`config.mk`:
```
export PLATFORM = sky130hd
export DESIGN_NAME = mdac_ram
export DESIGN_NICKNAME = d
export VERILOG_FILES = /design/src/hdl/mdac_ram.sv
export SDC_FILE = /design/constraint.sdc
export NUM_CORES = 1
export LEC_CHECK = 0
export BUFFER_PORTS_ARGS = -buffer_cell sky130_fd_sc_hd__buf_2
export CAP_MARGIN = 20
export CORE_ASPECT_RATIO = 0.6
export CORE_MARGIN = 8
export CORE_UTILIZATION = 60
export DETAILED_ROUTE_END_ITERATION = 10
export GPL_ROUTABILITY_DRIVEN = 0
export GPL_TIMING_DRIVEN = 0
export MAX_ROUTING_LAYER = met4
export PLACE_DENSITY = 0.78
export SYNTH_ARGS = -nofsm -noshare
export SYNTH_HDL_FRONTEND = slang
export SYNTH_SLANG_ARGS = --single-unit
export TNS_END_PERCENT = 1
```
`constraint.sdc`:
```
create_clock -name clk -period 5.9 [get_ports clk]
set_input_delay 1.18 -clock clk [delete_from_list [all_inputs] [get_ports clk]]
set_output_delay 1.18 -clock clk [all_outputs]
set_load 0.005 [all_outputs]
```
`src/hdl/mdac_ram.sv`:
```
// Generic single-port-write, single-port-read RAM with registered read.
// No dependencies; used for both descriptor tables.
`timescale 1ns / 1ps

module mdac_ram #(
  parameter  int WIDTH = 32,
  parameter  int DEPTH = 16,
  localparam int AW    = (DEPTH > 1) ? $clog2(DEPTH) : 1
) (
  input  logic             clk,
  input  logic             we,
  input  logic [AW-1:0]    waddr,
  input  logic [WIDTH-1:0] wdata,
  input  logic             re,
  input  logic [AW-1:0]    raddr,
  output logic [WIDTH-1:0] rdata
);

  logic [WIDTH-1:0] mem [DEPTH];

  always_ff @(posedge clk) begin
    if (we) begin
      mem[waddr] <= wdata;
    end
    if (re) begin
      rdata <= mem[raddr];
    end
  end

endmodule

```
==> reports/results.tsv <==
metric	value	unit
min_from	mem[14][29]$_DFFE_PP_	
postSynthNetCount	881	
fmax	375	MHz
setup-violations-final	0	
overflow	0	
finalCritPeriodShare	0.453	
avgSynthCellArea	24.1	um^2
via_count	9467	
grt_antenna_before_repair	2	
p_clk_frac	0.391	
rr_startpoint	mem[0][30]$_DFFE_PP_	
cts_root_buf	clkbuf_16	
slowest_delay	730	ps
hold_buffers	0	
via_per_inst	6.39	
preCtsSetupSlack	2730	ps
cell_internal_pwr	6.25	mW
yosys-top-cells-count	544 x edfxtp_1, 128 x mux4_2, 64 x a22oi_1, 33 x nand2_1, 17 x clkbuf_1	
synth_edf_count	544	
die_h	158	um
synthCells	838	
drc	0	
grt_pass1_vias	9909	
track_usage	0.232	
port_buffers	72	
tightest_slew	1020	ps
final_nets	1028	
drv_cap	0	
cts_sinks	544	
worstSkewPairLatency	570	ps
leakage	7.41	nW
clk_pin_slew	60	ps
htree_levels	2	
totalWireLength	44000	um
ant_nets	0	
crit_chain	buf_2 -> buf_1 -> mux4_2 -> a22oi_1 -> nand2_1	
synth.distinct_cells	17	
postCtsSetupRepairBufs	0	
hold_class	reg -> reg	
synth_area_leader_cell	edfxtp_1	
postPlaceCellArea	21600	um^2
min_period	2670	ps
finalInstanceArea	23200	um^2
core-area	33400	um^2
critPathCaptureType	register	
synth_most_common_cell	edfxtp_1	
cp.arrival	2970	ps
async_flop_share	0	
drv_slew	0	
hold_viol_final	0	
dr.pass1.iters	5	
startpoint	raddr[1]	
synth_top_cell_area_share	0.810	
cp_num_buf_inv	2	
ys.flop_type	edfxtp_1	
cts_max_path_buffers	3	
p_seq_frac	0.558	
ys_seq_area_frac	0.810	
wl_per_cell	29.7	um
critPathSlowestCell	buf_1	
p_switching	1.58	mW
p_sw_frac	0.202	
skew	8.96	ps
path_class	in -> reg	
cts_resized	0	
ys_warn_count	0	
synthTopCellsByArea	edfxtp_1 81%, mux4_2 14%, a22oi_1 2.4%, nand2_1 0.61%, buf_4 0.41%	
cp_top_family	buffers and inverters	
drt-initial-drc-count	1266	
holdWs	747	ps
hpwl	26400	um
p_total	7.83	mW
cp-start-kind	primary input	
slew_headroom	0.315	
dieArea	39900	um^2
cp.required	6200	ps
yosys_register_bits	544	
rsz0062_at_grt	false	
critPathMaxFanout	10	
grt_first_pass_wirelength	64500	um
area_growth	14.9	%
cts_tree	done	
die_x	253	um
layout-drive-gt1-share	0.319	
fin_ws	3230	ps
powerDensity	338	nW/um^2
pwr-share-comb	0.051	
rows	52	
final_cells	1482	
ios	75	
initial_utilization	0.603	
grt_max_degree	33	
cts_buffers	47	
fin_setup_tns	0	ps
dp.cells	1394	
outcome	finished clean	
peakVddDrop	270	uV
post-route-util	0.693	
synth_area	20200	um^2
sequential cells by signal, indices dropped and copies added, names as in the netlist:
name   flops
mem      512
rdata     32
power by group through the flow:
stage	Combinational (mW)	Sequential [mW]	Clock, mW
6_report	0.396	4.37	3.06
3_5_place_dp	0.393	4.46	0
3_3_place_gp	0.365	4.46	0
5_1_grt	0.423	4.38	3.25
2_1_floorplan	0.208	4.46	0
4_1_cts	0.397	4.38	3.11
logic make-up after synthesis:
group / Yosys count / synth area share
compound gates: 64 / 0.0238
buf+inv: 43 / 0.0110
flops: 544 / 0.810
mux: 128 / 0.143
simple gates: 59 / 0.0125
worst register-to-register path: cells and delay by family (launching register included):
family,cells,cell delay (ps)
mux,1,500
flops,1,420
compound gates,1,260
simple gates,1,110
final cells by class:
type | instances | area (um^2)
clock buffer | 61 | 1270
fill | 2000 | 10300
sequential | 544 | 16300
timing repair buffer | 98 | 797
clock inverter | 23 | 239
buffer | 43 | 223
multi-input combinational | 251 | 3730
tap | 459 | 574
antenna | 3 | 7.51
path summary, 6_finish.rpt:
| kind | slack (ps) | depth (start not counted) | endpoint |
|---|---|---|---|
| setup / recovery | 3230 | 5 | rdata[30]$_DFFE_PP_ |
| hold / removal | 750 | 3 | rdata[29]$_DFFE_PP_ |
| setup reg to reg | 4350 | 3 | rdata[30]$_DFFE_PP_ |
| hold reg to reg | 750 | 3 | rdata[29]$_DFFE_PP_ |
layout by cell type, fill, tap and decap left out, types with 3 or more instances in the layout:
cell type    n
buf_4       11
nand2_1     33
a22oi_1     64
edfxtp_1   544
buf_6       15
clkbuf_1    29
buf_2       76
buf_16       4
nor3_2       4
buf_1        9
nor2_4      12
bufinv_16    5
buf_12       9
clkbuf_16   49
clkinv_1     7
clkinv_2     9
mux4_2     128
diode_2      3
routing by layer:
metal | global-route usage | vias to the layer above | part of all wire
met5 | - | - | 0
met1 | 0.310 | 4990 | 0.40
li1 | - | 3898 | -
met3 | 0.0466 | 78 | 0.092
met2 | 0.368 | 501 | 0.49
met4 | 0.0669 | 0 | 0.022
Note: power is estimated with default switching activity, not from simulation.
